<file path="src/hw/rtl/oile_pkg.sv">
// Shared types and constants for the ordered integer list engine.
// No dependencies; used by every module of the block but oile_ram.
`default_nettype none

package oile_pkg;

  localparam int CAPACITY = 256;
  localparam int ADDR_W   = $clog2(CAPACITY);
  localparam int CNT_W    = $clog2(CAPACITY + 1);
  localparam int DATA_W   = 32;

  localparam logic [2:0] OP_APPEND  = 3'd0;
  localparam logic [2:0] OP_INSERT  = 3'd1;
  localparam logic [2:0] OP_DEL_POS = 3'd2;
  localparam logic [2:0] OP_DEL_KEY = 3'd3;
  localparam logic [2:0] OP_READ    = 3'd4;
  localparam logic [2:0] OP_FIND    = 3'd5;

  localparam logic [1:0] ST_OK   = 2'd0;
  localparam logic [1:0] ST_BAD  = 2'd1;
  localparam logic [1:0] ST_FULL = 2'd2;

  typedef struct packed {
    logic              we;
    logic [ADDR_W-1:0] waddr;
    logic [DATA_W-1:0] wdata;
    logic [ADDR_W-1:0] raddr;
  } mem_req_t;

  typedef struct packed {
    logic [1:0]         status;
    logic signed [31:0] read_value;
    logic [7:0]         found_position;
    logic [8:0]         item_count;
  } res_t;

endpackage

`default_nettype wire

</file>
<file path="src/hw/rtl/oile_seq.sv">
// Sequencer of the list engine: decodes a request, walks and shifts the entry memory.
// Depends on oile_pkg; drives the entry memory through a mem_req_t.
`default_nettype none

module oile_seq (
  input  wire logic                        clk,
  input  wire logic                        rst_n,
  input  wire logic                        in_valid,
  output      logic                        in_ready,
  input  wire logic [2:0]                  in_op,
  input  wire logic signed [31:0]          in_item_value,
  input  wire logic [8:0]                  in_position,
  output      oile_pkg::mem_req_t          mem_req,
  input  wire logic [oile_pkg::DATA_W-1:0] rdata,
  output      logic                        res_valid,
  input  wire logic                        res_ready,
  output      oile_pkg::res_t              res
);

  localparam int AW = oile_pkg::ADDR_W;
  localparam int CW = oile_pkg::CNT_W;
  localparam logic [CW-1:0] CAP_CNT = CW'(oile_pkg::CAPACITY);

  typedef enum logic [6:0] {
    S_IDLE     = 7'b0000001,
    S_SHIFT_UP = 7'b0000010,
    S_PUT      = 7'b0000100,
    S_SHIFT_DN = 7'b0001000,
    S_SCAN     = 7'b0010000,
    S_RDWAIT   = 7'b0100000,
    S_RESP     = 7'b1000000
  } state_t;

  state_t        state_r, state_nxt;
  logic [2:0]    op_r, op_nxt;
  logic [31:0]   val_r, val_nxt;
  logic [AW-1:0] pos_r, pos_nxt;
  logic [AW-1:0] idx_r, idx_nxt;
  logic [CW-1:0] count_r, count_nxt;
  logic [1:0]    st_r, st_nxt;
  logic [31:0]   rd_r, rd_nxt;
  logic [AW-1:0] fp_r, fp_nxt;
  logic [CW-1:0] count_m1;
  logic [CW-1:0] idx_ext;

  assign count_m1 = count_r - CW'(1);
  assign idx_ext  = {1'b0, idx_r};
  assign in_ready = (state_r == S_IDLE);

  always_comb begin
    state_nxt     = state_r;
    op_nxt        = op_r;
    val_nxt       = val_r;
    pos_nxt       = pos_r;
    idx_nxt       = idx_r;
    count_nxt     = count_r;
    st_nxt        = st_r;
    rd_nxt        = rd_r;
    fp_nxt        = fp_r;
    mem_req.we    = 1'b0;
    mem_req.waddr = idx_r;
    mem_req.wdata = rdata;
    mem_req.raddr = idx_r;
    res_valid     = 1'b0;
    unique case (state_r)
      S_IDLE: begin
        if (in_valid) begin
          op_nxt    = in_op;
          val_nxt   = in_item_value;
          pos_nxt   = in_position[AW-1:0];
          rd_nxt    = '0;
          fp_nxt    = '0;
          st_nxt    = oile_pkg::ST_OK;
          state_nxt = S_RESP;
          unique case (in_op) inside
            oile_pkg::OP_APPEND: begin
              if (count_r >= CAP_CNT) begin
                st_nxt = oile_pkg::ST_FULL;
              end else begin
                mem_req.we    = 1'b1;
                mem_req.waddr = count_r[AW-1:0];
                mem_req.wdata = in_item_value;
                count_nxt     = count_r + CW'(1);
              end
            end
            oile_pkg::OP_INSERT: begin
              if (in_position > count_r) begin
                st_nxt = oile_pkg::ST_BAD;
              end else if (count_r >= CAP_CNT) begin
                st_nxt = oile_pkg::ST_FULL;
              end else if (in_position == count_r) begin
                mem_req.we    = 1'b1;
                mem_req.waddr = count_r[AW-1:0];
                mem_req.wdata = in_item_value;
                count_nxt     = count_r + CW'(1);
              end else begin
                idx_nxt       = count_m1[AW-1:0];
                mem_req.raddr = count_m1[AW-1:0];
                state_nxt     = S_SHIFT_UP;
              end
            end
            oile_pkg::OP_DEL_POS: begin
              if (in_position >= count_r) begin
                st_nxt = oile_pkg::ST_BAD;
              end else if (in_position == count_m1) begin
                count_nxt = count_m1;
              end else begin
                idx_nxt       = in_position[AW-1:0];
                mem_req.raddr = in_position[AW-1:0] + AW'(1);
                state_nxt     = S_SHIFT_DN;
              end
            end
            oile_pkg::OP_DEL_KEY, oile_pkg::OP_FIND: begin
              if (count_r == '0) begin
                st_nxt = oile_pkg::ST_BAD;
              end else begin
                idx_nxt       = '0;
                mem_req.raddr = '0;
                state_nxt     = S_SCAN;
              end
            end
            oile_pkg::OP_READ: begin
              if (in_position >= count_r) begin
                st_nxt = oile_pkg::ST_BAD;
              end else begin
                mem_req.raddr = in_position[AW-1:0];
                state_nxt     = S_RDWAIT;
              end
            end
            default: begin
              st_nxt = oile_pkg::ST_BAD;
            end
          endcase
        end
      end
      S_SHIFT_UP: begin
        mem_req.we    = 1'b1;
        mem_req.waddr = idx_r + AW'(1);
        mem_req.wdata = rdata;
        mem_req.raddr = idx_r - AW'(1);
        if (idx_r == pos_r) begin
          state_nxt = S_PUT;
        end else begin
          idx_nxt = idx_r - AW'(1);
        end
      end
      S_PUT: begin
        mem_req.we    = 1'b1;
        mem_req.waddr = pos_r;
        mem_req.wdata = val_r;
        count_nxt     = count_r + CW'(1);
        state_nxt     = S_RESP;
      end
      S_SHIFT_DN: begin
        mem_req.we    = 1'b1;
        mem_req.waddr = idx_r;
        mem_req.wdata = rdata;
        mem_req.raddr = idx_r + AW'(2);
        if (idx_ext + CW'(2) == count_r) begin
          count_nxt = count_m1;
          state_nxt = S_RESP;
        end else begin
          idx_nxt = idx_r + AW'(1);
        end
      end
      S_SCAN: begin
        // The read of the next entry is always issued, so a delete can
        // continue straight into the shift.
        mem_req.raddr = idx_r + AW'(1);
        if (rdata == val_r) begin
          if (op_r == oile_pkg::OP_FIND) begin
            fp_nxt    = idx_r;
            state_nxt = S_RESP;
          end else if (idx_ext + CW'(1) == count_r) begin
            count_nxt = count_m1;
            state_nxt = S_RESP;
          end else begin
            state_nxt = S_SHIFT_DN;
          end
        end else if (idx_ext + CW'(1) == count_r) begin
          st_nxt    = oile_pkg::ST_BAD;
          state_nxt = S_RESP;
        end else begin
          idx_nxt = idx_r + AW'(1);
        end
      end
      S_RDWAIT: begin
        rd_nxt    = rdata;
        state_nxt = S_RESP;
      end
      S_RESP: begin
        res_valid = 1'b1;
        if (res_ready) begin
          state_nxt = S_IDLE;
        end
      end
      default: begin
        state_nxt = S_IDLE;
      end
    endcase
  end

  always_ff @(posedge clk) begin
    if (!rst_n) begin
      state_r <= S_IDLE;
      count_r <= '0;
    end else begin
      state_r <= state_nxt;
      count_r <= count_nxt;
    end
    op_r  <= op_nxt;
    val_r <= val_nxt;
    pos_r <= pos_nxt;
    idx_r <= idx_nxt;
    st_r  <= st_nxt;
    rd_r  <= rd_nxt;
    fp_r  <= fp_nxt;
  end

  assign res.status         = st_r;
  assign res.read_value     = rd_r;
  assign res.found_position = 8'(fp_r);
  assign res.item_count     = 9'(count_r);

endmodule

`default_nettype wire

</file>
<file path="config.mk">
export PLATFORM = sky130hd
export DESIGN_NAME = oile_seq
export DESIGN_NICKNAME = d
export VERILOG_FILES = /design/src/hw/rtl/oile_pkg.sv /design/src/hw/rtl/oile_seq.sv
export SDC_FILE = /design/constraint.sdc
export NUM_CORES = 1
export LEC_CHECK = 0
export ABC_AREA = 1
export BUFFER_PORTS_ARGS = -buffer_cell sky130_fd_sc_hd__clkbuf_2
export CORE_UTILIZATION = 40
export CTS_BUF_LIST = sky130_fd_sc_hd__clkbuf_4
export CTS_CLUSTER_SIZE = 40
export DETAILED_ROUTE_END_ITERATION = 8
export PLACE_DENSITY = 0.72
export SYNTH_ARGS = -nofsm -noshare
export SYNTH_HDL_FRONTEND = slang
export SYNTH_SLANG_ARGS = --single-unit
</file>
<file path="constraint.sdc">
create_clock -name clk -period 6.7 [get_ports clk]
set_clock_uncertainty 0.2 [all_clocks]
set_input_delay 0.335 -clock clk [delete_from_list [all_inputs] [get_ports clk]]
set_output_delay 0.335 -clock clk [all_outputs]
set_load 0.02 [all_outputs]
</file>
==> run metrics <==
Sw Share 53.0%; layout cells sized above 1 16.4%; WS Path Type flip-flop to primary output; post-synth top area share 33.0%; Post-synth top flop edfxtp_1; HP Class input port to flip-flop; RR Endpoint idx_r[5]$_DFFE_PP_; Ys Warns 0; placed instance area between 9000 and 10000 µm²; detailed placer's ending HPWL 25400 µm; Final setup viols 0; Critical-path top delay cell dfxtp_1; # port buffers 181; worst r2r path cells 12; fraction of registers with async set/reset 0%; DR iter-0 viols roughly 1100; synthesized area per cell ~7 µm²; hold path startpoint in_valid; Top Metal Used met5; CTS buffer count 9; Routed Antenna Nets 0; clock tree from TritonCTS built; final worst slack 0.877 ns; combinational share of power a little over half; largest net degree at the start of global routing between 40 and 50; Crit Path Max Fanout 35; first-pass GRT wire length 52100 µm; number of clock sinks 109; clock power share 11.7%; overall power 3.28 mW; number of global-route vias before repair 9196; clock buffer depth 2; Max VDD drop about 0.00019 V; met1 WL 13400 µm; H-tree level count 3; CTS root buf clkbuf_4; Pwr Density between 300 and 400 nW/µm²; later-pin clock latency in the skew report 0.54 ns; final net count 1563; Die X 147 µm; pre-CTS setup slack 1.65 ns; DR vias 9783; DRC viols 6; initial core utilization between 40% and 50%; Post-synth EDFFs 93; most frequent CP cell nand2_2; Seq pwr share between 30% and 40%; Mapped Nets 1330; failing checks DRC; final hold viol count 0; Leakage 4.98 nW; worst hold endpoint state_r[0]$_SDFFE_PN1P_; Worst-Margin Slew 1.20 ns; crit end category primary output; reg-to-reg startpoint count_r[8]$_SDFFE_PN0P_; Initial DRT Pass Iterations 9; Cell Area, Synth 8460 µm²; CP Launch Type flip-flop; status complete, but fails checks; synth unique cells 47; area of the core 20500 µm²; post-synthesis register bit count 109; top post-synthesis cells by area edfxtp_1 33%, nand2_1 18%, nor2_1 7.4%; placement row count 52; slowest stage delay, CP 0.92 ns; routability cong. 1.01; Syn Inst Count 1234; total gr overflow 0; initial antenna violation count 1; RSZ-0062 raised after global routing false; net switching power figure 1.74 mW; CP Buf/Inv Count 4; io pins 182; fin util 51.2%; Clk pin slew, worst setup/hold paths 0.21 ns; max-cap violations 0; hold depth 4; Via density 5.61; Synth area leader edfxtp_1; Slew Limit Headroom 19.3%; final setup TNS 0 ns; sequential element share of the synthesized area 36.8%; Critical Path Stages 15; required time worst endpoint 6.16 ns; Area Overhead vs Synth 24.0%; Critical Path, Cell by Cell inv_1 > ha_1 > nand2_1 > nor3_4 > nand2_2 > inv_2 > nand3_1 > o21ai_2 > buf_4 > nand2_2 > nand3_2 > nand2_2 > nor2_4 > o221ai_1 > clkbuf_2; signal arrival time at the worst endpoint 5.29 ns; r2r setup slk 2.03 ns; DR WL met2 15500 µm; PostCTS Resize Cnt 0; met3 routed WL 3600 µm; cts hold-fix bufs 77; CP top delay family simple AND/OR/NAND/NOR gates; Max Freq around 0.17 GHz; fin crit period 5.82 ns; Total Die Area 21700 µm²; Post-CTS Setup Bufs 0; DIE HEIGHT 147 µm; post-route clock period utilization 86.9%; drt total wl 34500 µm; most frequent cells in the layout 397 x nand2_1, 181 x clkbuf_2, 165 x nor2_1; wire length per cell 19.8 µm; commonest non-fill, non-tap cell in the layout nand2_1; GR Util All Layers 31.7%; Max Slew Vio Count 0; final instance area 10500 µm²; cell internal pwr 1.54 mW
## through the flow
step | instances | hold WS (ns)
after floorplan | 1234 | 0.234
after global placement | 1649 | 0.331
after detailed placement | 1649 | 0.335
after CTS | 1742 | 0.0945
after global routing | 1743 | 0.161
final | 1743 | 0.142
## cells in the mapped netlist (18+ instances only)
| cell | number |
|---|---|
| xnor2_1 | 18 |
| nor2_1 | 166 |
| inv_1 | 141 |
| nand3_1 | 108 |
| o21ai_0 | 33 |
| o211ai_1 | 22 |
| a21oi_1 | 25 |
| nand2_1 | 397 |
| edfxtp_1 | 93 |
| clkbuf_1 | 25 |
| xor2_1 | 18 |
| o221ai_1 | 18 |
| nand4_1 | 26 |
## layout make-up
class	count	area, µm²
flip-flops and latches	109	3110
multi-input cells	925	4540
repair buffers	267	1740
clock inverters	7	98.8
well taps	270	338
diodes	1	2.50
clock buffers	9	67.6
inverters	155	583
fillers	2066	10000
## worst max path at each step
stage | slack, ns | to | startpoint
2_1_floorplan | 3.22 | mem_req[11] | state_r[3]$_SDFFE_PN0P_
3_3_place_gp | 1.95 | mem_req[8] | count_r[8]$_SDFFE_PN0P_
3_5_place_dp | 1.65 | mem_req[23] | count_r[8]$_SDFFE_PN0P_
4_1_cts | 1.04 | mem_req[23] | count_r[8]$_SDFFE_PN0P_
5_1_grt | 0.54 | mem_req[10] | count_r[8]$_SDFFE_PN0P_
6_report | 0.88 | mem_req[37] | count_r[8]$_SDFFE_PN0P_
## cell families after synthesis
group | after synthesis | synth area share (%)
simple gates | 741 | 36.9
buf+inv | 200 | 9.64
fa+ha+maj | 16 | 2.37
compound gates | 131 | 10.3
flops | 109 | 36.8
xor+xnor | 37 | 3.99
## sequential cells by signal, summed over array words and instances (netlist names)
signal,cells
pos_r,8
state_r,7
val_r,32
idx_r,8
fp_r,8
st_r,2
count_r,9
op_r,3
rd_r,32
## power groups by stage
stage / Clock [mW] / Sequential, mW / Combinational, mW
floorplan: 0 / 1.09 / 1.12
global placement: 0 / 1.11 / 1.70
detailed placement: 0 / 1.11 / 1.70
CTS: 0.393 / 1.10 / 1.74
global route: 0.416 / 1.12 / 1.95
finish: 0.384 / 1.11 / 1.79
## metal layers
metal  up-vias  GRT usage [%]
met4         2           17.2
li1       4537              -
met2       615           50.8
met1      4485           40.1
met3       144           6.27
met5         -              0
## tightest hold or removal path, delay by kind of cell
family	cells	cell delay [ns]
compound gates	1	0.09
buf+inv	2	0.30
simple gates	1	0.11
Power figures use the tool's default switching activity.
