$ cat src/hw/rtl/oile_pkg.sv
// Shared types and constants for the ordered integer list engine.
// No dependencies; used by every module of the block but oile_ram.
`default_nettype none

package oile_pkg;

  localparam int CAPACITY = 256;
  localparam int ADDR_W   = $clog2(CAPACITY);
  localparam int CNT_W    = $clog2(CAPACITY + 1);
  localparam int DATA_W   = 32;

  localparam logic [2:0] OP_APPEND  = 3'd0;
  localparam logic [2:0] OP_INSERT  = 3'd1;
  localparam logic [2:0] OP_DEL_POS = 3'd2;
  localparam logic [2:0] OP_DEL_KEY = 3'd3;
  localparam logic [2:0] OP_READ    = 3'd4;
  localparam logic [2:0] OP_FIND    = 3'd5;

  localparam logic [1:0] ST_OK   = 2'd0;
  localparam logic [1:0] ST_BAD  = 2'd1;
  localparam logic [1:0] ST_FULL = 2'd2;

  typedef struct packed {
    logic              we;
    logic [ADDR_W-1:0] waddr;
    logic [DATA_W-1:0] wdata;
    logic [ADDR_W-1:0] raddr;
  } mem_req_t;

  typedef struct packed {
    logic [1:0]         status;
    logic signed [31:0] read_value;
    logic [7:0]         found_position;
    logic [8:0]         item_count;
  } res_t;

endpackage

`default_nettype wire

$ cat src/hw/rtl/oile_obuf.sv
// Output register of the list engine: holds one result word until it is taken.
// Depends on oile_pkg for the result type.
`default_nettype none

module oile_obuf (
  input  wire logic           clk,
  input  wire logic           rst_n,
  input  wire logic           res_valid,
  output      logic           res_ready,
  input  wire oile_pkg::res_t res,
  output      logic           out_valid,
  input  wire logic           out_ready,
  output      oile_pkg::res_t out_res
);

  logic           out_valid_r, out_valid_nxt;
  oile_pkg::res_t out_res_r, out_res_nxt;

  assign res_ready = !out_valid_r || out_ready;

  always_comb begin
    out_valid_nxt = out_valid_r;
    out_res_nxt   = out_res_r;
    if (res_valid && res_ready) begin
      out_valid_nxt = 1'b1;
      out_res_nxt   = res;
    end else if (out_ready) begin
      out_valid_nxt = 1'b0;
    end
  end

  always_ff @(posedge clk) begin
    if (!rst_n) begin
      out_valid_r <= 1'b0;
    end else begin
      out_valid_r <= out_valid_nxt;
    end
    out_res_r <= out_res_nxt;
  end

  assign out_valid = out_valid_r;
  assign out_res   = out_res_r;

endmodule

`default_nettype wire

$ cat config.mk
export PLATFORM = sky130hd
export DESIGN_NAME = oile_obuf
export DESIGN_NICKNAME = d
export VERILOG_FILES = /design/src/hw/rtl/oile_pkg.sv /design/src/hw/rtl/oile_obuf.sv
export SDC_FILE = /design/constraint.sdc
export NUM_CORES = 1
export LEC_CHECK = 0
export ABC_AREA = 1
export BUFFER_PORTS_ARGS = -buffer_cell sky130_fd_sc_hd__buf_2
export CORE_ASPECT_RATIO = 0.9
export CORE_MARGIN = 3
export CORE_UTILIZATION = 36
export DETAILED_ROUTE_END_ITERATION = 12
export PLACE_DENSITY = 0.74
export SETUP_SLACK_MARGIN = 0.4
export SYNTH_ARGS = -nofsm -noshare
export SYNTH_HDL_FRONTEND = slang
export SYNTH_SLANG_ARGS = --single-unit
$ cat constraint.sdc
create_clock -name clk -period 3.5 [get_ports clk]
set_input_delay 0.175 -clock clk [delete_from_list [all_inputs] [get_ports clk]]
set_output_delay 0.175 -clock clk [all_outputs]
set_load 0.005 [all_outputs]
==> impl_results.md, run 1 <==
- Number of clock buffers inserted by TritonCTS: 5
- Max Buffers Root-to-Sink: 2
- Ant. Diodes: 0
- Actual slew at the worst max-slew pin: slightly above 0.7 ns
- Flop2flop setup slack: 1.71 ns
- Sequential fraction of the synthesis area: 0.980
- Number of nets at the end of the flow: 228
- Highest net fanout along the worst path: 29
- Worst hold path type: in2reg
- Yosys warning count: 0
- DP Wirelength: between 2000 and 3000 um
- Number of enable flip-flop cells after synthesis: approximately 50
- Number of endpoints failing setup at the final stage: 0
- Hold Violations, Final: 0
- Worst setup SP type: flop
- Post-route ant nets: 0
- Arrival time of the worst setup path: roughly 1.8 ns
- Number of buffers added on ports: approximately 110
- Post CTS Setup Buffer Count: 0
- Number of global-route vias before repair: about 950
- Net count after synthesis: about 110
- CTS clk-pin slew, worst paths: about 0.090 ns
- Top post-synthesis cells by area: sky130_fd_sc_hd__edfxtp_1 (97%), sky130_fd_sc_hd__dfxtp_1 (1.3%), sky130_fd_sc_hd__a21oi_2 (0.55%), sky130_fd_sc_hd__inv_1 (0.47%), sky130_fd_sc_hd__nand2_2 (0.40%)
- Via density per instance: 4.11
- Run status: completed
- Switch Pwr: 0.000229 W
- First-pass GRT wire length: about 4600 um
- Most instantiated cells after synthesis: sky130_fd_sc_hd__edfxtp_1 (51), sky130_fd_sc_hd__inv_1 (2)
- Placed Area: between 0.002 and 0.0025 sq mm
- Total Die Area: approximately 0.0052 sq mm
- Number of buffers and inverters on the critical path: 1
- Wire length per cell: between 10 and 15 um
- Reg2Reg Depth: 2
- Normalized max-slew margin: 0.517
- Fraction of synthesized cell area taken by the top area cell type: 0.968
- Max-cap viol count: 0
- Detailed router's first-iteration violation count: 46
- Total gr overflow: 0
- TritonCTS clock tree: done
- Worst-skew pair later-pin latency: between 0.2 and 0.3 ns
- Count of cell types in the netlist: 7
- CTS sink count: between 50 and 60
- Endpoint of the worst-slack reg-to-reg timing path: out_res[30]
- Post-Syn Instances: 58
- Switching share of total power: 0.189
- Cell-by-cell trace of the critical path: a21oi_4 > buf_4
- Part of the power in combinational logic: 0.072
- Cell accounting for the most synthesized area: sky130_fd_sc_hd__edfxtp_1
- Initial antenna violation count: 1
- Highest ir drop seen on vdd: roughly 350 uV
- Effective utilization at floorplan: 0.381
- Internal power component: 0.000984 W
- Die Wd: 75.9 um
- Area of all placed cells without fillers: 0.00232 sq mm
- Maximum clock rate: between 500 and 600 MHz
- Flip-flop and latch count after synthesis: 52
- Fraction of final layout cells sized beyond drive strength 1: 0.684
- Chip Height: roughly 70 um
- Final critical path time including I/O delays and setup: roughly 1.8 ns
- Largest net degree at the start of global routing: 30
- Startpoint-to-endpoint class of the critical path: reg2reg
- Number of buffers inserted for hold repair after clock tree synthesis: 0
- Number of iterations in the first detailed-routing pass: 4
- Area of the core: 0.00416 sq mm
- Post-layout utilization of the core: 0.558
- Critical Path Sink Type: flop
- Crit Reg-Reg Startpoint: out_valid
- Total standard cell area after synthesis: between 0.0015 and 0.002 sq mm
- Cell family with the largest share of critical-path delay: compound AO/OA/AOI/OAI gates
- Main flop type after synthesis: sky130_fd_sc_hd__edfxtp_1
- Drt drc: 0
- Hold depth: 1
- Ports placed on the boundary: ~110
- Worst path slowest cell: sky130_fd_sc_hd__a21oi_4
- RSZ-0062 raised after global routing: false
- Endpoint of the worst hold-timing path: out_res[9]
- Placer congestion estimate: 0.695
- Number of vias after detailed routing: 961
- Number of H-tree levels: 2
- Proportion of power drawn by flip-flops and latches: 0.607
- Accumulated negative setup slack: 0 ns
- Part of the power in the clock network: 0.321
- Clock Root Buffer: sky130_fd_sc_hd__clkbuf_8
- Final wirelength: around 3300 um
- Number of gates resized after cts: 0
- Area growth from synthesis to layout: 46.6%
- Static Leak: approximately 1.0 nW
- FP Rows: 22
- Tot GR Track Use: 0.126
- Origin of the worst min-delay path: res[9]
- Max-slew violation count: 0
- Final Cycle Share: 0.512
- Proportion of register bits with asynchronous set or reset after synthesis: 0
- Count leader, synth: sky130_fd_sc_hd__edfxtp_1
- Final Skew: 0.00378 ns
- Power per cell area: between 500 and 600 mW/mm^2
- Critical path's largest stage delay: 0.61 ns
- Mean post-synth cell area: roughly 27 sq um
- Required time of the worst setup path: 3.46 ns
[power by group through the flow]
| stage | clock network [W] | registers (W) | logic [W] |
|---|---|---|---|
| floorplan | 0 | 0.000757 | 0.0000134 |
| global placement | 0 | 0.000749 | 0.0000878 |
| detailed placement | 0 | 0.000750 | 0.0000893 |
| CTS | 0.000402 | 0.000737 | 0.0000891 |
| global route | 0.000425 | 0.000741 | 0.0000982 |
| finish | 0.000390 | 0.000736 | 0.0000870 |
[cell usage in the layout, fill, tap and decap left out, types with 2 or more instances in the layout]
cell / Yosys / final
sky130_fd_sc_hd__buf_2: 0 / 107
sky130_fd_sc_hd__clkbuf_8: 0 / 5
sky130_fd_sc_hd__edfxtp_1: 51 / 51
sky130_fd_sc_hd__inv_1: 2 / 2
[per-stage QoR]
| stage | cells | power [W] | hold slack, ns | setup WS [ns] |
|---|---|---|---|---|
| floorplan | 58 | 0.000770 | 0.274 | 1.31 |
| global placement | 226 | 0.000836 | 0.352 | 1.76 |
| detailed placement | 226 | 0.000840 | 0.353 | 1.71 |
| CTS | 234 | 0.00123 | 0.0423 | 1.69 |
| global route | 234 | 0.00126 | 0.0360 | 1.59 |
| finish | 234 | 0.00121 | 0.0527 | 1.71 |
[registers in the layout, summed over array words and instances (netlist names)]
| signal | count |
|---|---|
| out_valid | 1 |
| out_res | 51 |
[layer usage]
| layer | track usage | vias to the layer above | share of wire | wire (um) |
|---|---|---|---|---|
| met4 | 0.0328 | 2 | 0.0070 | 23 |
| met5 | 0 | - | 0.0040 | 13 |
| met3 | 0.0841 | 4 | 0.15 | 504 |
| met2 | 0.191 | 72 | 0.47 | 1540 |
| li1 | - | 454 | - | - |
| met1 | 0.146 | 429 | 0.36 | 1190 |
[cell type report]
class / count / area (sq um)
multi-input cells: 3 / 31.3
clock buffers: 6 / 72.6
clock inverters: 2 / 35.0
repair buffers: 108 / 543
well taps: 60 / 75.1
inverters: 3 / 11.3
fillers: 336 / 1840
flip-flops and latches: 52 / 1550
[how the worst max path moves through the flow]
stage	slack, ns	end	cells past startpoint	start
finish	1.71	out_res[30]	2	out_valid
global route	1.59	out_res[7]	2	out_valid
CTS	1.69	out_res[28]	2	out_valid
detailed placement	1.71	out_res[28]	2	out_valid
global placement	1.76	out_res[28]	2	out_valid
floorplan	1.31	out_res[0]	1	out_valid
[kinds of logic (layout without fill, tap and decap cells)]
| group | after synthesis | count (layout) | share of synthesized area |
|---|---|---|---|
| AO/OA/AOI/OAI | 2 | 2 | 0.00869 |
| flip-flops | 52 | 52 | 0.980 |
| AND/OR/NAND/NOR | 1 | 1 | 0.00396 |
| buffers and inverters | 3 | 119 | 0.00711 |
Note: power is estimated with default switching activity, not from simulation.
==> run 2: changes to the inputs <==
--- a/config.mk
+++ b/config.mk
@@ -9,9 +9,9 @@
 export BUFFER_PORTS_ARGS = -buffer_cell sky130_fd_sc_hd__buf_2
 export CORE_ASPECT_RATIO = 0.9
 export CORE_MARGIN = 3
-export CORE_UTILIZATION = 36
+export CORE_UTILIZATION = 37
 export DETAILED_ROUTE_END_ITERATION = 12
-export PLACE_DENSITY = 0.74
+export PLACE_DENSITY = 0.73
 export SETUP_SLACK_MARGIN = 0.4
 export SYNTH_ARGS = -nofsm -noshare
 export SYNTH_HDL_FRONTEND = slang
==> constraint.sdc (replaced) <==
create_clock -name clk -period 1.7 [get_ports clk]
set_input_delay 0.085 -clock clk [delete_from_list [all_inputs] [get_ports clk]]
set_output_delay 0.085 -clock clk [all_outputs]
set_load 0.005 [all_outputs]
==> run 2 against run 1 <==
Against the previous run: routed wire length grew 30%; via count grew 23%; sequential power grew 110%; count of clock-buffer cells in the layout is the same; design area grew 22%; largest power group unchanged; die area shrank 2.5%; first-iteration DRC count grew 50%; flip-flop and latch count is the same; core utilization grew 16 points.
==> impl_results.md, run 2 (synthesis results as in run 1) <==
- RSZ-0062 raised after global routing: false (unchanged)
- Number of nets at the end of the flow: 279 (was 228)
- Fraction of final layout cells sized beyond drive strength 1: 0.533 (was 0.684)
- Power per cell area: 929 mW/mm^2 (was 523 mW/mm^2)
- FP Rows: 21 (was 22)
- Cell family with the largest share of critical-path delay: flip-flops (was compound AO/OA/AOI/OAI gates)
- Largest net degree at the start of global routing: 46 (was 30)
- First-pass GRT wire length: 5990 um (was 4610 um)
- Ant. Diodes: 0 (unchanged)
- Normalized max-slew margin: 0.806 (was 0.517)
- Number of endpoints failing setup at the final stage: 0 (unchanged)
- Via density per instance: 4.36 (was 4.11)
- Number of iterations in the first detailed-routing pass: 4 (unchanged)
- Critical Path Sink Type: flop (unchanged)
- CTS sink count: 52 (unchanged)
- Effective utilization at floorplan: 0.404 (was 0.381)
- Max-slew violation count: 0 (unchanged)
- Area of all placed cells without fillers: 0.00283 sq mm (was 0.00232 sq mm)
- Total Die Area: 0.00510 sq mm (was 0.00523 sq mm)
- Total chip power: 0.00263 W (was 0.00121 W)
- CTS clk-pin slew, worst paths: 0.08 ns (was 0.09 ns)
- Hold Violations, Final: 0 (unchanged)
- Drt drc: 0 (unchanged)
- Die Wd: 74.9 um (was 75.9 um)
- Reg2Reg Depth: 2 (unchanged)
- Placer congestion estimate: 0.661 (was 0.695)
- Final Skew: 0.00685 ns (was 0.00378 ns)
- Number of global-route vias before repair: 1,281 (was 954)
- Final critical path time including I/O delays and setup: 1.23 ns (was 1.79 ns)
- Origin of the worst min-delay path: rst_n (was res[9])
- Endpoint of the worst-slack reg-to-reg timing path: out_res[36] (was out_res[30])
- TritonCTS clock tree: done (unchanged)
- Number of vias after detailed routing: 1,182 (was 961)
- Arrival time of the worst setup path: 1.22 ns (was 1.75 ns)
- Run status: completed (unchanged)
- Final wirelength: 4260 um (was 3280 um)
- Number of buffers added on ports: 107 (unchanged)
- Worst hold path type: in2reg (unchanged)
- Required time of the worst setup path: 1.69 ns (was 3.46 ns)
- Total gr overflow: 0 (unchanged)
- Max Buffers Root-to-Sink: 2 (unchanged)
- Hold depth: 3 (was 1)
- Detailed router's first-iteration violation count: 69 (was 46)
- Number of buffers and inverters on the critical path: 1 (unchanged)
- Number of buffers inserted for hold repair after clock tree synthesis: 51 (was 0)
- Final Cycle Share: 0.724 (was 0.512)
- Worst setup SP type: flop (unchanged)
- Filler Cell Count: 255 (was 336)
- Critical path's largest stage delay: 0.35 ns (was 0.61 ns)
- Initial antenna violation count: 0 (was 1)
- Number of H-tree levels: 2 (unchanged)
- DP Wirelength: 2540 um (was 2530 um)
- Cell-by-cell trace of the critical path: a21oi_4 > buf_12 (was a21oi_4 > buf_4)
- Area of the core: 0.00392 sq mm (was 0.00416 sq mm)
- Leading cell type in the layout, fill and taps excluded: sky130_fd_sc_hd__buf_2 (unchanged)
- Worst path slowest cell: sky130_fd_sc_hd__dfxtp_2 (was sky130_fd_sc_hd__a21oi_4)
- Ports placed on the boundary: 108 (unchanged)
- Maximum clock rate: 813 MHz (was 558 MHz)
- Number of clock buffers inserted by TritonCTS: 5 (unchanged)
- Placed Area: 0.00221 sq mm (about the same)
- Commonest non-fill, non-tap cells in the layout: sky130_fd_sc_hd__buf_2 (107), sky130_fd_sc_hd__dlygate4sd3_1 (51), sky130_fd_sc_hd__edfxtp_1 (51), sky130_fd_sc_hd__clkbuf_8 (5), sky130_fd_sc_hd__inv_1 (2) (was sky130_fd_sc_hd__buf_2 (107), sky130_fd_sc_hd__edfxtp_1 (51), sky130_fd_sc_hd__clkbuf_8 (5), sky130_fd_sc_hd__inv_1 (2))
- Chip Height: 68.1 um (was 68.9 um)
- Wire length per cell: 15.7 um (was 14.0 um)
- Highest ir drop seen on vdd: 879 uV (was 349 uV)
- Highest net fanout along the worst path: 45 (was 29)
- Post CTS Setup Buffer Count: 0 (unchanged)
- Worst-skew pair later-pin latency: 0.30 ns (was 0.29 ns)
- Worst Setup SP: out_valid (unchanged)
- Flop2flop setup slack: 0.47 ns (was 1.71 ns)
- Max-cap viol count: 0 (unchanged)
- Endpoint of the worst hold-timing path: out_valid (was out_res[9])
- Accumulated negative setup slack: 0 ns (unchanged)
- Number of flip-flops in the largest register: 51 (unchanged)
- Tot GR Track Use: 0.168 (was 0.126)
- Number of gates resized after cts: 0 (unchanged)
- Clock Root Buffer: sky130_fd_sc_hd__clkbuf_8 (unchanged)
- Area growth from synthesis to layout: 78.8% (was 46.6%)
- Static Leak: 1.22 nW (was 1.00 nW)
- Actual slew at the worst max-slew pin: 0.291 ns (was 0.723 ns)
- Crit Reg-Reg Startpoint: out_valid (unchanged)
- Startpoint-to-endpoint class of the critical path: reg2reg (unchanged)
- Post-route ant nets: 0 (unchanged)
run 2: final cells by class:
cell class                      instances  area, sq um  share of cell area
Inverter                                3         11.3             0.00398
Sequential cell                        52         1550               0.549
Clock inverter                          2         38.8              0.0137
Tap cell                               46         57.6              0.0203
Multi-Input combinational cell          3         31.3              0.0111
Clock buffer                            6         72.6              0.0256
Timing Repair Buffer                  159         1070               0.377
run 2: worst max-delay path by stage:
stage             endpoint  slack [ns]  cells past startpoint
3_3_place_gp   out_res[48]        0.52                      2
4_1_cts        out_res[12]        0.47                      2
2_1_floorplan   out_res[0]        0.07                      1
3_5_place_dp   out_res[49]        0.48                      2
5_1_grt        out_res[12]        0.41                      2
6_report       out_res[36]        0.47                      2
run 2: stage by stage:
stage | util | setup slack, ns | hold WS [ns] | std cells
2_1_floorplan | - | 0.0674 | 0.184 | 58
3_3_place_gp | 0.564 | 0.523 | 0.261 | 212
3_5_place_dp | 0.564 | 0.477 | 0.263 | 212
4_1_cts | 0.723 | 0.466 | 0.00127 | 271
5_1_grt | 0.723 | 0.407 | 0.0276 | 271
6_report | 0.723 | 0.470 | 0.0207 | 271
run 2: where the power goes:
group / total [W] / switching, W / internal [W]
Sequential: 0.00151 / 0.0000192 / 0.00150
Clock: 0.000831 / 0.000386 / 0.000445
Combinational: 0.000284 / 0.000110 / 0.000174
run 2: worst reg2reg max path: stages, from the launching register on:
cell	delay (ns)
sky130_fd_sc_hd__dfxtp_2	0.35
sky130_fd_sc_hd__a21oi_4	0.27
sky130_fd_sc_hd__buf_12	0.29
run 2: routing by layer:
metal / global-route usage / vias up / part of all wire
li1: - / 555 / -
met1: 0.156 / 544 / 0.33
met2: 0.315 / 77 / 0.54
met3: 0.0705 / 6 / 0.12
met4: 0.0778 / 0 / 0.012
met5: 0 / - / 0
==> run 3: changes to the inputs <==
--- a/config.mk
+++ b/config.mk
@@ -5,13 +5,13 @@
 export SDC_FILE = /design/constraint.sdc
 export NUM_CORES = 1
 export LEC_CHECK = 0
-export ABC_AREA = 1
+export ABC_AREA = 0
 export BUFFER_PORTS_ARGS = -buffer_cell sky130_fd_sc_hd__buf_2
 export CORE_ASPECT_RATIO = 0.9
 export CORE_MARGIN = 3
-export CORE_UTILIZATION = 37
+export CORE_UTILIZATION = 36
 export DETAILED_ROUTE_END_ITERATION = 12
-export PLACE_DENSITY = 0.73
+export PLACE_DENSITY = 0.74
 export SETUP_SLACK_MARGIN = 0.4
 export SYNTH_ARGS = -nofsm -noshare
 export SYNTH_HDL_FRONTEND = slang
==> constraint.sdc (replaced) <==
create_clock -name clk -period 1.1 [get_ports clk]
set_input_delay 0.055 -clock clk [delete_from_list [all_inputs] [get_ports clk]]
set_output_delay 0.055 -clock clk [all_outputs]
set_load 0.005 [all_outputs]
==> run 3 against run 2 <==
Against the previous run: core utilization shrank 2.4 points; cell count grew 6.3%; worst hold slack gained 0.12 ns; sequential share of layout area is 1.4 points lower; count of clock-buffer cells in the layout unchanged; critical path depth increased by 1; via count is 4.9% higher; register-to-register slack lost 0.43 ns; power grew 48%; sequential power up 56%; combinational power grew 71%; highest routed layer unchanged.
==> impl_results.md, run 3 <==
- Worst-skew pair later-pin latency: 0.30 ns (about the same)
- Fraction of final layout cells sized beyond drive strength 1: 0.535 (was 0.533)
- Share of cell area taken by muxes after synthesis: 0 (unchanged)
- Number of enable flip-flop cells after synthesis: 51 (unchanged)
- Wire length per cell: 17.2 um (was 15.7 um)
- Number of nets at the end of the flow: 282 (was 279)
- Total gr overflow: 0 (unchanged)
- Number of global-route vias before repair: 1,454 (was 1,281)
- Cell accounting for the most synthesized area: sky130_fd_sc_hd__edfxtp_1 (unchanged)
- Max-slew violation count: 0 (unchanged)
- Highest ir drop seen on vdd: 951 uV (was 879 uV)
- Number of buffers added on ports: 107 (unchanged)
- Clock Root Buffer: sky130_fd_sc_hd__clkbuf_8 (unchanged)
- Final hold slack: 0.140 ns (was 0.0207 ns)
- RSZ-0062 raised after global routing: true (was false)
- Flip-flop and latch count after synthesis: 52 (unchanged)
- Commonest non-fill, non-tap cells in the layout: sky130_fd_sc_hd__buf_2 (105), sky130_fd_sc_hd__dlygate4sd3_1 (53), sky130_fd_sc_hd__edfxtp_1 (51), sky130_fd_sc_hd__clkbuf_8 (5) (was sky130_fd_sc_hd__buf_2 (107), sky130_fd_sc_hd__dlygate4sd3_1 (51), sky130_fd_sc_hd__edfxtp_1 (51), sky130_fd_sc_hd__clkbuf_8 (5), sky130_fd_sc_hd__inv_1 (2))
- Ports placed on the boundary: 108 (unchanged)
- Placed Area: 0.00224 sq mm (was 0.00221 sq mm)
- Number of endpoints failing setup at the final stage: 0 (unchanged)
- Number of H-tree levels: 2 (unchanged)
- Area of all placed cells without fillers: 0.00291 sq mm (was 0.00283 sq mm)
- Number of clock buffers inserted by TritonCTS: 5 (unchanged)
- Post-synthesis share of cell area spent on and, or, nand and nor gates: 0.0142 (was 0.00395)
- Largest net degree at the start of global routing: 30 (was 46)
- Final Skew: 0.00574 ns (was 0.00685 ns)
- Power per cell area: 1340 mW/mm^2 (was 929 mW/mm^2)
- Hold Violations, Final: 0 (unchanged)
- Drt drc: 0 (unchanged)
- Initial antenna violation count: 0 (unchanged)
- Final critical path time including I/O delays and setup: 1.06 ns (was 1.23 ns)
- Net count after synthesis: 111 (was 113)
- Main combinational cell family by area after synthesis: simple AND/OR/NAND/NOR gates (was compound AO/OA/AOI/OAI gates)
- Adder-cell share of the synthesized area: 0 (unchanged)
- Chip Height: 69.0 um (was 68.1 um)
- Reg2Reg Depth: 3 (was 2)
- Mean post-synth cell area: 28.4 sq um (was 27.3 sq um)
- Number of flip-flops in the largest register: 51 (unchanged)
- Die Wd: 76.0 um (was 74.9 um)
- Run status: completed (unchanged)
- First-pass GRT wire length: 7570 um (was 5990 um)
- Max Buffers Root-to-Sink: 2 (unchanged)
- Critical Path Sink Type: flop (unchanged)
- Actual slew at the worst max-slew pin: 0.116 ns (was 0.291 ns)
- Hold depth: 4 (was 3)
- Max-cap viol count: 0 (unchanged)
- Static Leak: 1.25 nW (was 1.22 nW)
- Top post-synthesis cells by area: sky130_fd_sc_hd__edfxtp_1 (96%), sky130_fd_sc_hd__dfxtp_1 (1.3%), sky130_fd_sc_hd__nand2b_4 (0.87%), sky130_fd_sc_hd__a21boi_2 (0.71%), sky130_fd_sc_hd__and2_4 (0.55%) (was sky130_fd_sc_hd__edfxtp_1 (97%), sky130_fd_sc_hd__dfxtp_1 (1.3%), sky130_fd_sc_hd__a21oi_2 (0.55%), sky130_fd_sc_hd__inv_1 (0.47%), sky130_fd_sc_hd__nand2_2 (0.40%))
- Fraction of synthesized cell area taken by the top area cell type: 0.964 (was 0.968)
- Required time of the worst setup path: 1.11 ns (was 1.69 ns)
- Final wirelength: 4940 um (was 4260 um)
- Leading cell type in the layout, fill and taps excluded: sky130_fd_sc_hd__buf_2 (unchanged)
- Tot GR Track Use: 0.192 (was 0.168)
- Total standard cell area after synthesis: 0.00159 sq mm (was 0.00158 sq mm)
- Via density per instance: 4.31 (was 4.36)
- Proportion of register bits with asynchronous set or reset after synthesis: 0 (unchanged)
- Detailed router's first-iteration violation count: 28 (was 69)
- Count leader, synth: sky130_fd_sc_hd__edfxtp_1 (unchanged)
- Sequential fraction of the synthesis area: 0.976 (was 0.980)
- Area growth from synthesis to layout: 82.8% (was 78.8%)
- CTS sink count: 52 (unchanged)
- FP Rows: 22 (was 21)
- Highest net fanout along the worst path: 22 (was 45)
- TritonCTS clock tree: done (unchanged)
- Worst hold path type: in2reg (unchanged)
- Maximum clock rate: 939 MHz (was 813 MHz)
- Normalized max-slew margin: 0.923 (was 0.806)
- Area of the core: 0.00416 sq mm (was 0.00392 sq mm)
- Post-synthesis share of cell area spent on xor and xnor gates: 0 (unchanged)
- Main flop type after synthesis: sky130_fd_sc_hd__edfxtp_1 (unchanged)
- Post-Syn Instances: 56 (was 58)
- Number of iterations in the first detailed-routing pass: 4 (unchanged)
- Startpoint-to-endpoint class of the critical path: reg2reg (unchanged)
- CTS clk-pin slew, worst paths: 0.09 ns (was 0.08 ns)
- Worst setup SP type: flop (unchanged)
- Count of cell types in the netlist: 6 (was 7)
- Post-route ant nets: 0 (unchanged)
- Complex-gate fraction of the synthesized area: 0.00709 (was 0.00870)
- Final Cycle Share: 0.968 (was 0.724)
- Arrival time of the worst setup path: 1.08 ns (was 1.22 ns)
- Ant. Diodes: 0 (unchanged)
- Number of vias after detailed routing: 1,240 (was 1,182)
- Yosys warning count: 0 (unchanged)
- Placer congestion estimate: 0.654 (was 0.661)
- Total Die Area: 0.00525 sq mm (was 0.00510 sq mm)
- Effective utilization at floorplan: 0.382 (was 0.404)
run 3: changes by cell type in the layout (fill, tap and decap cells not counted), sizes merged:
| cell | before | now |
|---|---|---|
| dlygate4sd3 | 51 | 53 |
| clkinvlp | 0 | 1 |
| inv | 4 | 1 |
| bufinv | 1 | 0 |
| a21oi | 2 | 0 |
| clkinv | 0 | 1 |
| a21boi | 0 | 1 |
| clkbuf | 6 | 7 |
| nand2 | 1 | 0 |
| buf | 108 | 110 |
| and2 | 0 | 1 |
| nand2b | 0 | 1 |
run 3: path summary, 6_finish.rpt:
kind | from | slack [ns] | to
max | out_valid | 0.04 | out_res[10]
min reg2reg | out_valid | 0.59 | out_valid
max reg2reg | out_valid | 0.04 | out_res[10]
min | out_ready | 0.14 | out_valid
run 3: timing repair:
action,CTS,global route
endpoints found under the setup margin,104,105
resized for setup,1,1
hold endpoints to repair,52,0
cloned,0,1
hold buffers,53,0
pin swaps,0,1
setup buffers,1,0
run 3: per-layer routing:
layer | track usage | vias up | part of all wire
li1 | - | 562 | -
met1 | 0.196 | 591 | 0.34
met2 | 0.343 | 75 | 0.53
met3 | 0.0953 | 12 | 0.11
met4 | 0.0644 | 0 | 0.023
met5 | 0 | - | 0
run 3: logic make-up after synthesis:
| kind of cell | after synthesis |
|---|---|
| buf+inv | 1 |
| compound gates | 1 |
| simple gates | 2 |
| flops | 52 |
run 3: area by class of cell:
cell class              count  area, sq um
clock inverters             2         16.3
repair buffers            164         1150
clock buffers               6         72.6
multi-input cells           3         33.8
inverters                   1         3.75
well taps                  60         75.1
flip-flops and latches     52         1550
fillers                   266         1250
run 3: critical path: stages (launching register included):
cell and delay [ns]:
sky130_fd_sc_hd__dfxtp_2 0.34, sky130_fd_sc_hd__nand2b_4 0.06, sky130_fd_sc_hd__and2_4 0.19, sky130_fd_sc_hd__buf_12 0.18
run 3: metrics by stage:
stage	cells	power, W	worst slack, ns	TNS (ns)	util
global route	288	0.00407	0.00447	0	0.699
CTS	287	0.00387	0.0399	0	0.691
floorplan	56	0.00245	-0.130	-6.61	-
global placement	225	0.00267	0.0573	0	0.539
finish	288	0.00390	0.0351	0	0.699
detailed placement	225	0.00269	0.0355	0	0.539
run 3: report_power, final:
part | internal (W) | switching (W)
registers | 0.00231 | 0.0000346
logic | 0.000302 | 0.000183
clock network | 0.000453 | 0.000612
